--- src/hdl/mlnp_pkg.sv ---
package mlnp_pkg;

    // Event kinds carried in the input tuser.
    localparam logic [2:0] OP_NOTE_ON        = 3'd0;
    localparam logic [2:0] OP_NOTE_OFF       = 3'd1;
    localparam logic [2:0] OP_PITCH_WHEEL    = 3'd2;
    localparam logic [2:0] OP_ALL_NOTES_OFF  = 3'd3;
    localparam logic [2:0] OP_ALL_SOUND_OFF  = 3'd4;

    // Configuration register indexes.
    localparam logic CFG_LEGATO_MODE   = 1'b0;
    localparam logic CFG_GLIDE_ENABLED = 1'b1;

    // Voice commands carried in the output tuser.
    typedef enum logic [1:0] {
        CMD_START   = 2'd0,
        CMD_RELEASE = 2'd1,
        CMD_KILL    = 2'd2,
        CMD_BEND    = 2'd3
    } cmd_t;

    // Controller states.
    typedef enum logic {
        ST_IDLE,
        ST_SCAN
    } state_t;

endpackage

--- src/hdl/mono_last_note_priority_core.sv ---
// Monophonic note controller with last-note priority.
// Input events arrive on the s_axis channel: the event kind in tuser, and the note,
// velocity and pitch wheel value in tdata. Each event except an unused kind gives
// exactly one voice command beat on the m_axis channel: the command in tuser, and
// the note, velocity, retrigger and glide flags and pitch wheel value in tdata.
// The two registers (legato mode, glide enable) are written over the cfg channel,
// which is always ready; write them only while no event is in flight.
// Held notes live in a ring buffer in a single-port-read RAM of STACK_DEPTH entries.
// A note on, pitch wheel or all-off event has its command registered in the cycle
// that takes it. A note off with notes held runs a compaction pass that reads one
// stack entry per cycle through the RAM read port and writes kept entries back
// behind the read pointer, then registers its command; a note off with an empty
// stack has its command registered in the cycle that takes it.
// The block takes a new event when it is idle and its output register is empty
// or being emptied in the same cycle; while the receiver stalls, a waiting
// command holds and no further event is taken.
// Reset empties the stack, clears the last velocity and both registers, and
// drops any pending command. The RAM itself is not cleared: only entries below
// the held count are ever read.
module mono_last_note_priority_core #(
    parameter int STACK_DEPTH = 16
) (
    input  logic        clk,
    input  logic        rst_n,
    // Configuration write channel.
    input  logic        cfg_valid,
    output logic        cfg_ready,
    input  logic        cfg_index,
    input  logic        cfg_data,
    // Event input channel.
    input  logic        s_axis_tvalid,
    output logic        s_axis_tready,
    input  logic [31:0] s_axis_tdata,   // note[6:0], velocity[13:7], bend[27:14], zero
    input  logic [2:0]  s_axis_tuser,   // opcode[2:0]
    // Voice command output channel.
    output logic        m_axis_tvalid,
    input  logic        m_axis_tready,
    output logic [31:0] m_axis_tdata,   // play_note[6:0], play_velocity[13:7],
                                        // retrigger[14], glide[15], bend_out[29:16], zero
    output logic [1:0]  m_axis_tuser    // command[1:0]
);

    localparam int AW = (STACK_DEPTH > 1) ? $clog2(STACK_DEPTH) : 1;
    localparam int CW = $clog2(STACK_DEPTH + 1);
    localparam logic [AW:0]   DEPTH_SUM = (AW + 1)'(STACK_DEPTH);
    localparam logic [CW-1:0] DEPTH_CNT = CW'(STACK_DEPTH);

    // Ring position of an offset from the base of the stack.
    function automatic logic [AW-1:0] ring_addr(input logic [AW-1:0] base,
                                                input logic [AW-1:0] offset);
        logic [AW:0] sum;
        sum = {1'b0, base} + {1'b0, offset};
        if (sum >= DEPTH_SUM)
        begin
            sum = sum - DEPTH_SUM;
        end
        return sum[AW-1:0];
    endfunction

    // Input fields.
    logic [6:0]  in_note;
    logic [6:0]  in_velocity;
    logic [13:0] in_bend;
    logic [2:0]  in_opcode;
    logic [2:0]  op_eff;
    logic        in_accept;

    assign in_note     = s_axis_tdata[6:0];
    assign in_velocity = s_axis_tdata[13:7];
    assign in_bend     = s_axis_tdata[27:14];
    assign in_opcode   = s_axis_tuser;

    // Control state.
    mlnp_pkg::state_t state_reg, state_next;
    logic [AW-1:0] base_reg, base_next;
    logic [CW-1:0] count_reg, count_next;
    logic [6:0]    last_vel_reg, last_vel_next;
    logic          legato_reg, legato_next;
    logic          glide_en_reg, glide_en_next;
    logic [CW-1:0] rd_cnt_reg, rd_cnt_next;
    logic [CW-1:0] wr_cnt_reg, wr_cnt_next;
    logic          rd_pend_reg, rd_pend_next;
    logic          out_valid_reg, out_valid_next;

    // Payload registers.
    logic [6:0]    target_reg, target_next;
    logic [6:0]    top_reg, top_next;
    mlnp_pkg::cmd_t cmd_reg, cmd_next;
    logic [6:0]    out_note_reg, out_note_next;
    logic [6:0]    out_vel_reg, out_vel_next;
    logic          out_retrig_reg, out_retrig_next;
    logic          out_glide_reg, out_glide_next;
    logic [13:0]   out_bend_reg, out_bend_next;

    // RAM port signals.
    logic          ram_wr_en;
    logic [AW-1:0] ram_wr_addr;
    logic [6:0]    ram_wr_data;
    logic          ram_rd_en;
    logic [AW-1:0] ram_rd_addr;
    logic [6:0]    ram_rd_data;

    mlnp_ram #(
        .WIDTH(7),
        .DEPTH(STACK_DEPTH)
    ) u_stack_ram (
        .clk     (clk),
        .wr_en   (ram_wr_en),
        .wr_addr (ram_wr_addr),
        .wr_data (ram_wr_data),
        .rd_en   (ram_rd_en),
        .rd_addr (ram_rd_addr),
        .rd_data (ram_rd_data)
    );

    // Handshakes.
    assign cfg_ready     = 1'b1;
    assign s_axis_tready = (state_reg == mlnp_pkg::ST_IDLE) && (!out_valid_reg || m_axis_tready);
    assign in_accept     = s_axis_tvalid && s_axis_tready;

    // A note on with zero velocity acts as a note off.
    always_comb
    begin
        op_eff = in_opcode;
        if ((in_opcode == mlnp_pkg::OP_NOTE_ON) && (in_velocity == 7'd0))
        begin
            op_eff = mlnp_pkg::OP_NOTE_OFF;
        end
    end

    // Next state, stack access and result formation.
    always_comb
    begin
        state_next      = state_reg;
        base_next       = base_reg;
        count_next      = count_reg;
        last_vel_next   = last_vel_reg;
        legato_next     = legato_reg;
        glide_en_next   = glide_en_reg;
        rd_cnt_next     = rd_cnt_reg;
        wr_cnt_next     = wr_cnt_reg;
        rd_pend_next    = rd_pend_reg;
        out_valid_next  = out_valid_reg;
        target_next     = target_reg;
        top_next        = top_reg;
        cmd_next        = cmd_reg;
        out_note_next   = out_note_reg;
        out_vel_next    = out_vel_reg;
        out_retrig_next = out_retrig_reg;
        out_glide_next  = out_glide_reg;
        out_bend_next   = out_bend_reg;
        ram_wr_en       = 1'b0;
        ram_wr_addr     = ring_addr(base_reg, count_reg[AW-1:0]);
        ram_wr_data     = in_note;
        ram_rd_en       = 1'b0;
        ram_rd_addr     = ring_addr(base_reg, rd_cnt_reg[AW-1:0]);

        // Register writes.
        if (cfg_valid && cfg_ready)
        begin
            unique case (cfg_index)
                mlnp_pkg::CFG_LEGATO_MODE:   legato_next   = cfg_data;
                mlnp_pkg::CFG_GLIDE_ENABLED: glide_en_next = cfg_data;
            endcase
        end

        // The receiver takes the waiting command.
        if (out_valid_reg && m_axis_tready)
        begin
            out_valid_next = 1'b0;
        end

        unique case (state_reg)
            mlnp_pkg::ST_IDLE:
            begin
                if (in_accept)
                begin
                    case (op_eff)
                        mlnp_pkg::OP_NOTE_ON:
                        begin
                            ram_wr_en = 1'b1;
                            if (count_reg == DEPTH_CNT)
                            begin
                                // Full: the oldest slot takes the new note on top.
                                ram_wr_addr = base_reg;
                                base_next   = ring_addr(base_reg, AW'(1));
                            end
                            else
                            begin
                                count_next = count_reg + 1'b1;
                            end
                            last_vel_next   = in_velocity;
                            out_valid_next  = 1'b1;
                            cmd_next        = mlnp_pkg::CMD_START;
                            out_note_next   = in_note;
                            out_vel_next    = in_velocity;
                            out_retrig_next = legato_reg ? (count_reg == '0) : 1'b1;
                            out_glide_next  = (count_reg != '0) && glide_en_reg;
                            out_bend_next   = 14'd0;
                        end
                        mlnp_pkg::OP_NOTE_OFF:
                        begin
                            if (count_reg == '0)
                            begin
                                out_valid_next  = 1'b1;
                                cmd_next        = mlnp_pkg::CMD_RELEASE;
                                out_note_next   = 7'd0;
                                out_vel_next    = 7'd0;
                                out_retrig_next = 1'b0;
                                out_glide_next  = 1'b0;
                                out_bend_next   = 14'd0;
                            end
                            else
                            begin
                                target_next  = in_note;
                                rd_cnt_next  = '0;
                                wr_cnt_next  = '0;
                                rd_pend_next = 1'b0;
                                state_next   = mlnp_pkg::ST_SCAN;
                            end
                        end
                        mlnp_pkg::OP_PITCH_WHEEL:
                        begin
                            out_valid_next  = 1'b1;
                            cmd_next        = mlnp_pkg::CMD_BEND;
                            out_note_next   = 7'd0;
                            out_vel_next    = 7'd0;
                            out_retrig_next = 1'b0;
                            out_glide_next  = 1'b0;
                            out_bend_next   = in_bend;
                        end
                        mlnp_pkg::OP_ALL_NOTES_OFF:
                        begin
                            count_next      = '0;
                            out_valid_next  = 1'b1;
                            cmd_next        = mlnp_pkg::CMD_RELEASE;
                            out_note_next   = 7'd0;
                            out_vel_next    = 7'd0;
                            out_retrig_next = 1'b0;
                            out_glide_next  = 1'b0;
                            out_bend_next   = 14'd0;
                        end
                        mlnp_pkg::OP_ALL_SOUND_OFF:
                        begin
                            count_next      = '0;
                            out_valid_next  = 1'b1;
                            cmd_next        = mlnp_pkg::CMD_KILL;
                            out_note_next   = 7'd0;
                            out_vel_next    = 7'd0;
                            out_retrig_next = 1'b0;
                            out_glide_next  = 1'b0;
                            out_bend_next   = 14'd0;
                        end
                        default:
                        begin
                            // Unused kinds are dropped without a command.
                        end
                    endcase
                end
            end

            mlnp_pkg::ST_SCAN:
            begin
                // Issue the next read while entries remain.
                if (rd_cnt_reg < count_reg)
                begin
                    ram_rd_en    = 1'b1;
                    rd_cnt_next  = rd_cnt_reg + 1'b1;
                    rd_pend_next = 1'b1;
                end
                else
                begin
                    rd_pend_next = 1'b0;
                end

                // Write back kept entries behind the read pointer.
                if (rd_pend_reg && (ram_rd_data != target_reg))
                begin
                    ram_wr_en   = 1'b1;
                    ram_wr_addr = ring_addr(base_reg, wr_cnt_reg[AW-1:0]);
                    ram_wr_data = ram_rd_data;
                    wr_cnt_next = wr_cnt_reg + 1'b1;
                    top_next    = ram_rd_data;
                end

                // All entries read and processed: fold the stack and answer.
                if (!rd_pend_reg && (rd_cnt_reg == count_reg))
                begin
                    count_next     = wr_cnt_reg;
                    state_next     = mlnp_pkg::ST_IDLE;
                    out_valid_next = 1'b1;
                    out_bend_next  = 14'd0;
                    out_retrig_next = 1'b0;
                    if (wr_cnt_reg == '0)
                    begin
                        cmd_next       = mlnp_pkg::CMD_RELEASE;
                        out_note_next  = 7'd0;
                        out_vel_next   = 7'd0;
                        out_glide_next = 1'b0;
                    end
                    else
                    begin
                        cmd_next       = mlnp_pkg::CMD_START;
                        out_note_next  = top_reg;
                        out_vel_next   = last_vel_reg;
                        out_glide_next = glide_en_reg;
                    end
                end
            end
        endcase
    end

    // Control registers.
    always_ff @(posedge clk or negedge rst_n)
    begin
        if (!rst_n)
        begin
            state_reg     <= mlnp_pkg::ST_IDLE;
            base_reg      <= '0;
            count_reg     <= '0;
            last_vel_reg  <= '0;
            legato_reg    <= 1'b0;
            glide_en_reg  <= 1'b0;
            rd_cnt_reg    <= '0;
            wr_cnt_reg    <= '0;
            rd_pend_reg   <= 1'b0;
            out_valid_reg <= 1'b0;
        end
        else
        begin
            state_reg     <= state_next;
            base_reg      <= base_next;
            count_reg     <= count_next;
            last_vel_reg  <= last_vel_next;
            legato_reg    <= legato_next;
            glide_en_reg  <= glide_en_next;
            rd_cnt_reg    <= rd_cnt_next;
            wr_cnt_reg    <= wr_cnt_next;
            rd_pend_reg   <= rd_pend_next;
            out_valid_reg <= out_valid_next;
        end
    end

    // Payload registers.
    always_ff @(posedge clk)
    begin
        target_reg     <= target_next;
        top_reg        <= top_next;
        cmd_reg        <= cmd_next;
        out_note_reg   <= out_note_next;
        out_vel_reg    <= out_vel_next;
        out_retrig_reg <= out_retrig_next;
        out_glide_reg  <= out_glide_next;
        out_bend_reg   <= out_bend_next;
    end

    // Output beat.
    assign m_axis_tvalid = out_valid_reg;
    assign m_axis_tuser  = cmd_reg;
    assign m_axis_tdata  = {2'b00, out_bend_reg, out_glide_reg, out_retrig_reg,
                            out_vel_reg, out_note_reg};

endmodule

--- src/hdl/mlnp_ram.sv ---
module mlnp_ram #(
    parameter int WIDTH = 7,
    parameter int DEPTH = 16
) (
    input  logic                     clk,
    input  logic                     wr_en,
    input  logic [$clog2(DEPTH)-1:0] wr_addr,
    input  logic [WIDTH-1:0]         wr_data,
    input  logic                     rd_en,
    input  logic [$clog2(DEPTH)-1:0] rd_addr,
    output logic [WIDTH-1:0]         rd_data
);

    logic [WIDTH-1:0] mem [DEPTH];

    // One write port and one read port with registered read data.
    always_ff @(posedge clk)
    begin
        if (wr_en)
        begin
            mem[wr_addr] <= wr_data;
        end
        if (rd_en)
        begin
            rd_data <= mem[rd_addr];
        end
    end

endmodule

--- config.mk ---
export PLATFORM = sky130hd
export DESIGN_NAME = mono_last_note_priority_core
export DESIGN_NICKNAME = d
export VERILOG_FILES = /design/src/hdl/mlnp_pkg.sv /design/src/hdl/mono_last_note_priority_core.sv /design/src/hdl/mlnp_ram.sv
export SDC_FILE = /design/constraint.sdc
export NUM_CORES = 1
export LEC_CHECK = 0
export BUFFER_PORTS_ARGS = -buffer_cell sky130_fd_sc_hd__buf_4
export CAP_MARGIN = 25
export CORE_MARGIN = 5
export CORE_UTILIZATION = 36
export CTS_CLUSTER_DIAMETER = 80
export DETAILED_ROUTE_END_ITERATION = 12
export GPL_ROUTABILITY_DRIVEN = 0
export PLACE_DENSITY = 0.57
export SLEW_MARGIN = 10
export SYNTH_ARGS = -nofsm -noshare
export SYNTH_HDL_FRONTEND = slang
export SYNTH_SLANG_ARGS = --single-unit
--- constraint.sdc ---
create_clock -name clk -period 3.5 [get_ports clk]
set_clock_uncertainty 0.2 [all_clocks]
set_input_delay 0 -clock clk [delete_from_list [all_inputs] [get_ports clk]]
set_output_delay 0 -clock clk [all_outputs]
set_load 0.01 [all_outputs]
=== Word-level counts from Yosys, hierarchy flattened ===
Memory sizes are Yosys's and may differ from the RTL's. A register that Yosys moved wholly into a read port is not among the register bits.
Index checks and enable logic that the tools add are counted.

* Memories kept: 1
* RAM bits: 112
* Register bits after elaboration: 77
* Bits of input ports: 42
* Output and inout bits: 37

* Order comparisons: 5
* Equality and inequality tests: 19
* Mux-type cells: 80
* Reduce and logical (&&, ||, !) cells: 33
* Bitwise gates (word level): 3
* $add $sub $neg: 11

{| class="wikitable"
|+ Memories
! memory !! depth !! bits a word !! read ports !! clocked after Yosys merged registers in !! write ports !! RTL line !! source
|-
| u_stack_ram.mem || 16 || 7 || 1 || 1 || 1 || mlnp_ram.sv:14 || <nowiki>logic [WIDTH-1:0] mem [DEPTH];</nowiki>
|}

{| class="wikitable"
|+ Operator list
! operator !! number
|-
| $mux W7 || 9
|-
| $mux W14 || 3
|-
| $pmux W14 S3 || 1
|-
| $pmux W7 S3 || 2
|-
| $mux W5 || 8
|-
| $pmux W5 S2 || 4
|-
| $mux W4 || 8
|-
| $reduce_and A4 Y1 || 8
|-
| $pmux W14 S2 || 1
|-
| $pmux W7 S2 || 2
|-
| $mux W1 || 26
|-
| $ge A5 B5 Y1 const B || 4
|-
| $sub A4 B1 Y4 const B || 4
|-
| $add A4 B4 Y5 || 3
|-
| $add A5 B1 Y5 const B || 3
|-
| $pmux W1 S2 || 7
|-
| $logic_not A5 Y1 || 2
|-
| $pmux W2 S5 || 1
|-
| $ne A2 B1 Y1 const B || 4
|-
| $ne A4 B2 Y1 const B || 2
|-
| $pmux W4 S2 || 1
|-
| $logic_and A1 B1 Y1 || 7
|-
| $logic_not A7 Y1 || 1
|-
| $ne A7 B7 Y1 || 1
|-
| 25 further kinds || 39
|}

=== Depth between registers and ports, before layout ===
Gate-level depths: netlist of the first run.

* Word-level depth: 9
* Mapped depth: 9

=== By module ===
From an unflattened synthesis of the first run, not the netlist that was laid out.

* Cells, all modules: 541
* Area total of the unflattened synthesis: 8768.4 um2

{| class="wikitable"
|+ Modules (own cells, without submodules)
! module !! sequential area each (um2) !! times used !! cells an instance !! area an instance (um2)
|-
| mlnp_ram || 3573.4 || 1 || 203 || 4600.7
|-
| mono_last_note_priority_core || 2157.1 || 1 || 338 || 4167.7
|}

=== Worst setup path after synthesis of the first run ===
Ideal clock, no wire load.

* Path type: reg-to-reg
* Start point: reg base_reg[1]
* End point: mem u_stack_ram.mem[0][0] (enable)
* Path slack: 0.639 ns
* Path buffers: 0
* Library setup time: 0.380 ns
* Cell stages (with the launch flop): 8
* Arrival: 2.281 ns
* Path through: dfrtp_1 -> ha_1 -> a21o_1 -> a21oi_1 -> xnor2_1 -> mux2i_1 -> mux2_4 -> nor3_1

* Longest elaborated chain between the ends: 7

{| class="wikitable"
|+ RTL lines
! what !! RTL line !! source
|-
| start, declared || mono_last_note_priority_core.sv:75 || <nowiki>logic [AW-1:0] base_reg, base_next;</nowiki>
|-
| start signal, assigned || mono_last_note_priority_core.sv:332 || <nowiki>base_reg <= base_next;</nowiki>
|-
| $add A4 B4 Y5 || mono_last_note_priority_core.sv:52 || <nowiki>sum = {1'b0, base} + {1'b0, offset};</nowiki>
|-
| $sub A4 B1 Y4 or $ge A5 B5 Y1 (tied branches) || mono_last_note_priority_core.sv:55, mono_last_note_priority_core.sv:53 ||
|-
| $mux W4 || mono_last_note_priority_core.sv:53 || <nowiki>if (sum >= DEPTH_SUM)</nowiki>
|-
| $mux W4 || mono_last_note_priority_core.sv:182 || <nowiki>if (count_reg == DEPTH_CNT)</nowiki>
|-
| $mux W4 || mono_last_note_priority_core.sv:178 || <nowiki>case (op_eff)</nowiki>
|-
| $mux W4 || mono_last_note_priority_core.sv:176 || <nowiki>if (in_accept)</nowiki>
|-
| $pmux W4 S2 * || mono_last_note_priority_core.sv:173 || <nowiki>unique case (state_reg)</nowiki>
|-
| end, declared || mlnp_ram.sv:14 ||
|}

Every way passes the cells marked *; elsewhere a longest branch is shown, timed or not.

=== Worst setup path in the final report of the first run ===
* Start point: reg base_reg[0]
* End point: reg u_stack_ram.rd_data[1] (read register of u_stack_ram.mem) (data pin)

* Longest elaborated chain between the ends: 3

{| class="wikitable"
|+ RTL lines
! what !! RTL line !! source
|-
| $add A4 B4 Y5 * || mono_last_note_priority_core.sv:52 ||
|-
| $sub A4 B1 Y4 or $ge A5 B5 Y1 (tied branches) || mono_last_note_priority_core.sv:55, mono_last_note_priority_core.sv:53 ||
|-
| $mux W4 * || mono_last_note_priority_core.sv:53 ||
|-
| end, declared || mlnp_ram.sv:11 || <nowiki>output logic [WIDTH-1:0] rd_data</nowiki>
|}

Marks and branches as above.
A chain may end at the register's enable or synchronous reset.

==> impl_metrics.ini, run 1 <==
[setup_path]
cp-start-kind = flop
crit_fanout = 15
crit_type = reg2reg
cp-end-kind = flop
cp_num_buf_inv = 2
arrival_ns = 2.96
reg2reg_from = base_reg[0]
max_stage_delay_ns = 0.53
critPathTopFamily = adder cells
cp-startpoint = base_reg[0]
cpMaxStageDelayCell = dfrtp_1
cp_data_required_time_ns = 3.48
worstPathCellList = ha_1 > inv_1 > fa_1 > buf_4 > mux4_2 > nor2b_1 > a211oi_1 > a21oi_1

[placed_design]
dp_hpwl_mm = 13.1
placed_cells = 958
post_dp_cell_area_sq_um = 9840
io_buffer_count = 71
pre_cts_ws_ns = 0.523

[power_and_ir_drop]
power_density_nw_per_um2 = 899
ir_drop_mv = 0.436
p_total_mw = 9.90
p_sw_mw = 3.61
p_seq_share_pct = 38.3
combPwrFrac_pct = 41.0
p_clk_share_pct = 20.7
p_int_mw = 6.30
leakage_nw = 4.12
sw_frac_of_total_pct = 36.4

[layout]
drive_above_1_share_pct = 28.1
layout.nets = 772
largest_reg_flops = 112
final_cells = 1044
syn2layout_area_growth_pct = 24.2
diodes = 0
final_cell_area_sq_um = 11000

[cts]
cts_tree = yes
clk_pin_slew_worst_paths_ns = 0.08
cts_buffer_depth = 2
post_cts_resized = 0
htreeDepth = 4
hold_buffers = 54
clk_latency_ns = 0.44
cts_setup_buffers = 0
root_buffer = clkbuf_16
clock-sinks = 196
cts_buffers = 17

[global_routing]
grtUsageTotal_pct = 14.3
grt_pass1_wl_mm = 31.5
antenna_found_initial = 0
grt_pass1_vias = 5561
grt-ovfl-total = 0
grt_max_degree = 32

[timing]
setup_ws_ns = 0.522
min_period_over_period_pct = 85.1
hold_viol = 0
drv_slew = 0
finalCriticalPeriod_ns = 2.98
relSlewSlack_pct = 47.4
rsz0062_at_grt = no
finalSetupViolCount = 0
setup_tns_ns = 0
worst_slew_pin_slew_ns = 0.778
fmax_mhz = 336

[synthesis]
synth_enable_flop_cells = 165
ys_seq_area_share_pct = 64.6
syn-cell-area_sq_um = 8880
yosysWarningCount = 0
synth_top_family_by_area = multiplexers
synth_seq_cells = 196
synthDistinctLibCells = 67
yosysTopAreaCell = edfxtp_1
synth_fa_ha_area_share_pct = 3.50
synth_commonest_cells = 165 x edfxtp_1, 31 x dfrtp_1, 28 x mux4_2, 20 x ha_1
syn_inst = 562
synth.area.mux_share_pct = 11.4
async_flop_share_pct = 15.8
synth_xor_area_share_pct = 2.47
yosysMostFrequentCell = edfxtp_1
yosys-top-cells-area = edfxtp_1 56%, dfrtp_1 8.7%, mux4_2 7.1%
synth-compound-area-share_pct = 7.70
avgSynthCellArea_sq_um = 15.8
synthSimpleGateAreaFrac_pct = 7.24
ys.flop_type = edfxtp_1
synth_top_area_share_pct = 55.8

[floorplan]
coreArea_sq_um = 24300
die_y_um = 167
die_w_um = 167
boundaryPins = 79
start_util_pct = 36.5
design.die.area_sq_um = 27900
rows = 57

[route]
firstDrtPassIters = 7
final_antenna_net_count = 0
wire_per_inst_um = 18.5
routed_wl_mm = 19.3
vias = 5280
viasPerCell = 5.06
drt_iter0_markers = 418
drc_errors = 0

[run]
cap_violations = 0

[worst_hold_path]
hp-class = in2reg
hp-start = s_axis_tdata[2]

[run_status]
status = finished clean
==> area by class of cell <==
type / instances / area (sq um)
Clock buffer: 17 / 425
Clock inverter: 15 / 208
Fill cell: 2105 / 13300
Inverter: 20 / 75.1
Multi-Input combinational cell: 319 / 2890
Sequential cell: 196 / 5730
Tap cell: 324 / 405
Timing Repair Buffer: 153 / 1290
==> power groups by stage <==
stage,sequential (mW),combinational [mW],clock [mW]
after global placement,3.82,3.97,0
final,3.80,4.06,2.05
after floorplan,3.77,2.91,0
after CTS,3.80,4.12,2.11
after global routing,3.86,4.49,2.19
after detailed placement,3.85,4.05,0
==> stage by stage <==
| step | hold slack, ns | utilization, % |
|---|---|---|
| 6_report | 0.108 | 45.3 |
| 5_1_grt | 0.104 | 45.3 |
| 4_1_cts | 0.0862 | 45.3 |
| 3_5_place_dp | -0.229 | 40.5 |
| 3_3_place_gp | -0.235 | 40.5 |
| 2_1_floorplan | -0.496 | - |
==> cells by family (layout without fill, tap and decap cells) <==
| logic type | Yosys count | in the layout |
|---|---|---|
| AO/OA/AOI/OAI | 92 | 92 |
| XOR/XNOR | 25 | 25 |
| adder cells (fa/ha/maj) | 23 | 23 |
| buffers and inverters | 48 | 205 |
| flip-flops | 196 | 196 |
| multiplexers | 62 | 62 |
| other | 2 | 3 |
| AND/OR/NAND/NOR | 114 | 114 |
==> path summary, 6_finish.rpt <==
path / end / slack [ns] / cells after the start
worst max-delay path: u_stack_ram.rd_data[1] / 0.52 / 8
worst min-delay path: target_reg[2] / 0.11 / 2
worst max register to register: u_stack_ram.rd_data[1] / 0.52 / 8
worst min register to register: top_reg[6] / 0.31 / 0
max in group asynchronous: base_reg[0] / 2.53 / 4
min in group asynchronous: legato_reg / 0.38 / 4
==> placed cells by master, fill, tap and decap left out, types with 3 or more instances in the layout <==
master,n
mux4_2,28
nand4_1,7
and3_1,15
o21a_1,5
nand3_1,8
dfrtp_1,31
o31ai_1,6
a21oi_1,16
nor2b_1,9
a211oi_1,8
inv_12,5
nand2_1,19
fa_1,3
dlygate4sd3_1,53
nand2b_1,4
ha_1,20
buf_4,99
inv_1,18
clkbuf_16,17
nor3_1,17
conb_1,3
a22o_1,18
nor4_1,3
nor2_1,14
mux2_2,18
xor2_1,5
mux2i_1,12
o21ai_0,14
inv_6,3
xnor2_1,19
edfxtp_1,165
and2_1,3
a21o_1,4
clkinv_8,3
==> routing by layer <==
| layer | track usage [%] | share of wire (%) |
|---|---|---|
| met1 | 19.5 | 46 |
| met2 | 22.5 | 47 |
| met3 | 3.77 | 6.1 |
| met4 | 4.30 | 1.2 |
| met5 | 0 | 0 |
==> worst reg2reg max path: cells and delay by family, from the launching register on <==
family                   cells  cell delay (ns)
buffers and inverters        2             0.30
adder cells (fa/ha/maj)      2             0.70
AND/OR/NAND/NOR              1             0.14
multiplexers                 1             0.33
flip-flops                   1             0.53
AO/OA/AOI/OAI                2             0.52
Note: power is estimated with default switching activity, not from simulation.
==> inputs of run 2 (changes only) <==
--- a/config.mk
+++ b/config.mk
@@ -5,6 +5,7 @@
 export SDC_FILE = /design/constraint.sdc
 export NUM_CORES = 1
 export LEC_CHECK = 0
+export ABC_AREA = 1
 export BUFFER_PORTS_ARGS = -buffer_cell sky130_fd_sc_hd__buf_4
 export CAP_MARGIN = 25
 export CORE_MARGIN = 5
@@ -12,7 +13,7 @@
 export CTS_CLUSTER_DIAMETER = 80
 export DETAILED_ROUTE_END_ITERATION = 12
 export GPL_ROUTABILITY_DRIVEN = 0
-export PLACE_DENSITY = 0.57
+export PLACE_DENSITY = 0.51
 export SLEW_MARGIN = 10
 export SYNTH_ARGS = -nofsm -noshare
 export SYNTH_HDL_FRONTEND = slang
==> run 2 against run 1 <==
  * Non-clock buffer count down 6
  * Combinational power grew 8.1%
  * Clock power fell by 6%
  * Synthesized area increased by 2.2%
  * Sequential share of layout area shrank 0.66 points
  * Power shrank 0.18%
  * Sequential power fell by 6.1%
  * Core utilization decreased by 0.73 points
  * Global-route usage up 1.3 points
  * Critical endpoint is now u_stack_ram.mem[3][1]
  * Largest cell class unchanged
  * Largest power group unchanged
==> impl_metrics.ini, run 2 <==
[global_routing]
grt_pass1_vias = 6123
grt_pass1_wl_mm = 34.6
grt-ovfl-total = 0
grt_max_degree = 57
antenna_found_initial = 0
grtUsageTotal_pct = 15.5

[setup_path]
cp-end-kind = flop
crit_fanout = 7
cp-start-kind = flop
cp_data_required_time_ns = 3.45
r2r_cells = 16
crit_type = reg2reg
r2r_setup_slack_ns = 0.62
reg2reg_from = base_reg[0]
arrival_ns = 2.84
r2r-end = u_stack_ram.mem[3][1]

[timing]
hold_viol = 0
rsz0062_at_grt = no
fmax_mhz = 347
drv_slew = 0
finalSetupViolCount = 0
setup_tns_ns = 0
relSlewSlack_pct = 61.5
worst_slew_pin_slew_ns = 0.576
min_period_over_period_pct = 82.4
finalCriticalPeriod_ns = 2.88

[cts]
cts_setup_buffers = 0
clk_latency_ns = 0.45
post_cts_resized = 0
clk_pin_slew_worst_paths_ns = 0.08
clock-sinks = 196
cts_tree = yes
hold_buffers = 41
cts_buffer_depth = 2
root_buffer = clkbuf_16
htreeDepth = 4
cts_buffers = 17

[floorplan]
start_util_pct = 36.2
design.die.area_sq_um = 28500
coreArea_sq_um = 25000
rows = 58
boundaryPins = 79
die_y_um = 169
die_w_um = 169

[power_and_ir_drop]
power_density_nw_per_um2 = 885
p_sw_mw = 4.06
p_clk_share_pct = 19.5
leakage_nw = 4.46
sw_frac_of_total_pct = 41.1
ir_drop_mv = 0.497
combPwrFrac_pct = 44.4
p_seq_share_pct = 36.1
p_int_mw = 5.83

[layout]
final_cell_mix = 165 x edfxtp_1, 130 x nor2_1, 115 x nand2_1
layout.nets = 1034
largest_reg_flops = 112
diodes = 0
final_util_pct = 44.6
syn2layout_area_growth_pct = 23.1
layout.cells.most_common = edfxtp_1
drive_above_1_share_pct = 17.4

[synthesis]
synth_commonest_cells = 165 x edfxtp_1, 130 x nor2_1, 115 x nand2_1, 74 x o21ai_0, 73 x inv_1
yosysWarningCount = 0
async_flop_share_pct = 15.8
synth_top_area_share_pct = 54.6
yosysMostFrequentCell = edfxtp_1
syn-cell-area_sq_um = 9070
synthDistinctLibCells = 42
avgSynthCellArea_sq_um = 10.8
ys_seq_area_share_pct = 63.2
synth_enable_flop_cells = 165
syn_inst = 838
synth_seq_cells = 196
ys.flop_type = edfxtp_1
yosys-top-cells-area = edfxtp_1 55%, dfrtp_1 8.5%, nor2_1 5.4%
yosysTopAreaCell = edfxtp_1

[route]
drt_iter0_markers = 504
routed_wl_mm = 21.5
firstDrtPassIters = 4
wire_per_inst_um = 16.4
final_antenna_net_count = 0
drc_errors = 0
viasPerCell = 4.81
vias = 6309

[placed_design]
io_buffer_count = 71
dp_hpwl_mm = 14.5

[run_status]
status = finished clean

[worst_hold_path]
hp-start = s_axis_tdata[2]
hold_end = target_reg[2]
hp-class = in2reg
whs_path_depth = 2

[run]
cap_violations = 0
==> run 2: area by class of cell <==
cell class	count	area, sq um
well taps	330	413
fillers	2324	13900
clock buffers	17	425
clock inverters	14	155
flip-flops and latches	196	5730
multi-input cells	527	2890
inverters	80	300
repair buffers	147	1250
==> run 2: worst max-delay path, cell delays in order (launching register included) <==
cell and delay, ns:
dfrtp_1 0.47, ha_1 0.27, fa_1 0.40, inv_1 0.07, nand2_1 0.04, nand2_1 0.14, nand2_1 0.07, nand2_1 0.08
inv_1 0.04, nand3_1 0.07, nand3_1 0.07, nand3_1 0.08, nand2_1 0.08, nor2_1 0.12, nand2_2 0.11, nor2_1 0.10
buf_4 0.17
==> run 2: cell families after synthesis <==
logic type	count (synthesis)	synth area share [%]
buffers and inverters	116	5.18
xor gates and xnor gates	23	2.22
other	2	0.0828
adders and majority gates	23	3.42
AOI/OAI and AO/OA	143	9.57
DFF	196	63.2
muxes	7	0.772
and+or+nand+nor	328	15.6
==> run 2: metal layers <==
metal,vias up,track usage (%),wire length [um]
li1,3165,-,-
met2,115,23.8,9610
met5,-,0,0
met3,17,2.90,918
met1,3012,22.9,10800
met4,0,3.92,198
==> run 2: power groups by stage <==
stage                     clock network [mW]  registers, mW  logic (mW)
after detailed placement                   0           3.62        4.39
after global placement                     0           3.61        4.37
after global routing                    2.09           3.63        4.93
final                                   1.92           3.57        4.39
after CTS                               1.97           3.57        4.45
after floorplan                            0           3.62        2.80
==> run 2: worst max path at each step <==
stage	start	endpoint	slack, ns	cells past startpoint
2_1_floorplan	count_reg[2]	out_glide_reg	0.66	8
3_3_place_gp	base_reg[0]	u_stack_ram.mem[3][2]	0.62	16
3_5_place_dp	base_reg[0]	u_stack_ram.mem[3][0]	0.63	16
4_1_cts	base_reg[0]	u_stack_ram.mem[2][2]	0.60	16
5_1_grt	base_reg[0]	u_stack_ram.mem[3][2]	0.31	16
6_report	base_reg[0]	u_stack_ram.mem[3][1]	0.62	16
==> run 2: stage by stage <==
| stage | hold WS, ns | total power, mW | area [sq um] | worst slack [ns] | std cells |
|---|---|---|---|---|---|
| finish | 0.0988 | 9.89 | 11200 | 0.615 | 1311 |
| global route | 0.0848 | 10.7 | 11200 | 0.309 | 1311 |
| detailed placement | -0.219 | 8.01 | 10200 | 0.631 | 1239 |
| global placement | -0.221 | 7.98 | 10200 | 0.622 | 1239 |
| CTS | 0.0976 | 9.99 | 11200 | 0.603 | 1311 |
| floorplan | -0.496 | 6.42 | 9080 | 0.663 | 839 |
==> inputs of run 3 (changes only) <==
--- a/config.mk
+++ b/config.mk
@@ -5,7 +5,7 @@
 export SDC_FILE = /design/constraint.sdc
 export NUM_CORES = 1
 export LEC_CHECK = 0
-export ABC_AREA = 1
+export ABC_AREA = 0
 export BUFFER_PORTS_ARGS = -buffer_cell sky130_fd_sc_hd__buf_4
 export CAP_MARGIN = 25
 export CORE_MARGIN = 5
@@ -13,7 +13,7 @@
 export CTS_CLUSTER_DIAMETER = 80
 export DETAILED_ROUTE_END_ITERATION = 12
 export GPL_ROUTABILITY_DRIVEN = 0
-export PLACE_DENSITY = 0.51
+export PLACE_DENSITY = 0.53
 export SLEW_MARGIN = 10
 export SYNTH_ARGS = -nofsm -noshare
 export SYNTH_HDL_FRONTEND = slang
==> constraint.sdc (replaced) <==
create_clock -name clk -period 2.6 [get_ports clk]
set_clock_uncertainty 0.2 [all_clocks]
set_input_delay 0 -clock clk [delete_from_list [all_inputs] [get_ports clk]]
set_output_delay 0 -clock clk [all_outputs]
set_load 0.01 [all_outputs]
==> run 3 against run 2 <==
  * The flow now finishes with violations (setup timing)
  * Hold slack improved by 0.032 ns
  * Die area fell by 2.0%
  * Global-route usage fell by 0.24 points
  * First-iteration DRC count fell by 8.9%
  * Critical path type unchanged
  * Largest power group unchanged
==> impl_metrics.ini, run 3 (synthesized netlist as in run 1, its figures left out) <==
[global_routing]
grt_pass1_vias = 5833
grt_pass1_wl_mm = 33.3
antenna_found_initial = 0
grtUsageTotal_pct = 15.3
grt_max_degree = 32
grt-ovfl-total = 0

[run]
cap_violations = 0

[timing]
fmax_mhz = 365
hold_slack_ns = 0.131
finalSetupViolCount = 72
relSlewSlack_pct = 57.1
worst_slew_pin_slew_ns = 0.641
drv_slew = 0
setup_ws_ns = -0.137
finalCriticalPeriod_ns = 2.74
hold_viol = 0
min_period_over_period_pct = 105
rsz0062_at_grt = yes

[setup_path]
crit_fanout = 7
cp-start-kind = flop
crit_type = reg2reg
cp-end-kind = flop
reg2reg_from = base_reg[0]
cp_data_required_time_ns = 2.55
arrival_ns = 2.69
cp-startpoint = base_reg[0]

[run_status]
violations = setup timing
status = finished, violations left

[route]
firstDrtPassIters = 4
viasPerCell = 5.03
drc_errors = 0
routed_wl_mm = 20.7
wire_per_inst_um = 18.9
final_antenna_net_count = 0
vias = 5501
drt_iter0_markers = 459

[worst_hold_path]
hp-class = in2reg
hp-start = s_axis_tdata[6]

[power_and_ir_drop]
power_density_nw_per_um2 = 1290
leakage_nw = 4.48
p_sw_mw = 5.70
p_total_mw = 15.4
combPwrFrac_pct = 49.2
p_clk_share_pct = 18.0
ir_drop_mv = 0.634
p_int_mw = 9.73
sw_frac_of_total_pct = 37.0
p_seq_share_pct = 32.8

[cts]
htreeDepth = 4
cts_buffers = 17
cts_buffer_depth = 2
cts_tree = yes
clock-sinks = 196
clk_latency_ns = 0.44
root_buffer = clkbuf_16
clk_pin_slew_worst_paths_ns = 0.07

[placed_design]
post_dp_cell_area_sq_um = 10400
dp_hpwl_mm = 14.4
io_buffer_count = 71

[layout]
n_fill_cell = 2053
layout.nets = 822
syn2layout_area_growth_pct = 34.9
final_cell_mix = 165 x edfxtp_1, 126 x buf_4, 50 x dlygate4sd3_1
largest_reg_flops = 112
diodes = 0
final_cell_area_sq_um = 12000
seqCellArea_sq_um = 5740
multi_input_area_sq_um = 3280
drive_above_1_share_pct = 40.3
layout.cells.most_common = edfxtp_1

[floorplan]
die_y_um = 167
die_w_um = 167
boundaryPins = 79
start_util_pct = 36.5
coreArea_sq_um = 24300
rows = 57
design.die.area_sq_um = 27900
-- run 3: path summary, 6_finish.rpt --
path	endpoint	slack, ns	cells past startpoint
min in group asynchronous	state_reg	0.42	4
max	u_stack_ram.mem[15][4]	-0.14	8
min reg2reg	last_vel_reg[1]	0.31	1
min	target_reg[6]	0.13	2
max reg2reg	u_stack_ram.mem[15][4]	-0.14	8
max in group asynchronous	base_reg[0]	1.57	4
-- run 3: through the flow --
stage	TNS (ns)	utilization (%)	worst slack (ns)	instances
6_report	-4.24	49.3	-0.137	1094
5_1_grt	-14.46	49.3	-0.184	1094
4_1_cts	-4.00	48.7	-0.0929	1091
3_5_place_dp	-12.68	42.7	-0.208	1003
3_3_place_gp	-10.54	42.7	-0.232	1002
2_1_floorplan	-5.08	-	-0.201	563
-- run 3: per-layer routing --
metal / wire [um] / track usage, % / share of wire, % / up-vias
met5: 0 / 0 / 0 / -
met4: 274 / 4.55 / 1.3 / 0
met3: 924 / 3.11 / 4.5 / 21
met2: 9790 / 23.6 / 47 / 127
met1: 9670 / 22.0 / 47 / 2770
li1: - / - / - / 2583
-- run 3: final cells by class --
cell class	count	share of cell area, %
sequential	196	47.9
multi-input combinational	319	27.4
timing repair buffer	203	15.4
clock buffer	17	3.55
tap	324	3.38
clock inverter	15	1.72
inverter	20	0.658
-- run 3: power groups by stage --
stage | clock, mW | combinational [mW] | sequential (mW)
2_1_floorplan | 0 | 4.08 | 5.08
3_5_place_dp | 0 | 6.66 | 5.12
4_1_cts | 2.86 | 7.45 | 5.05
3_3_place_gp | 0 | 6.58 | 5.09
6_report | 2.78 | 7.59 | 5.06
5_1_grt | 2.99 | 8.21 | 5.14
-- run 3: critical path, stage by stage, from the launching register on --
cell and delay [ns]:
dfrtp_2 0.45, ha_2 0.21, fa_2 0.53, inv_2 0.05, a211oi_2 0.21, o221a_2 0.29, o21ai_4 0.12, nor3_4 0.22
buf_6 0.17
-- run 3: what timing repair did --
action | 4_1_cts | 5_1_grt
hold buffers | 51 | 0
endpoints found under the setup margin | 119 | 153
endpoints found under the hold margin | 85 | 0
gates resized for setup | 55 | 21
setup buffers | 5 | 3
pin swaps | 19 | 6
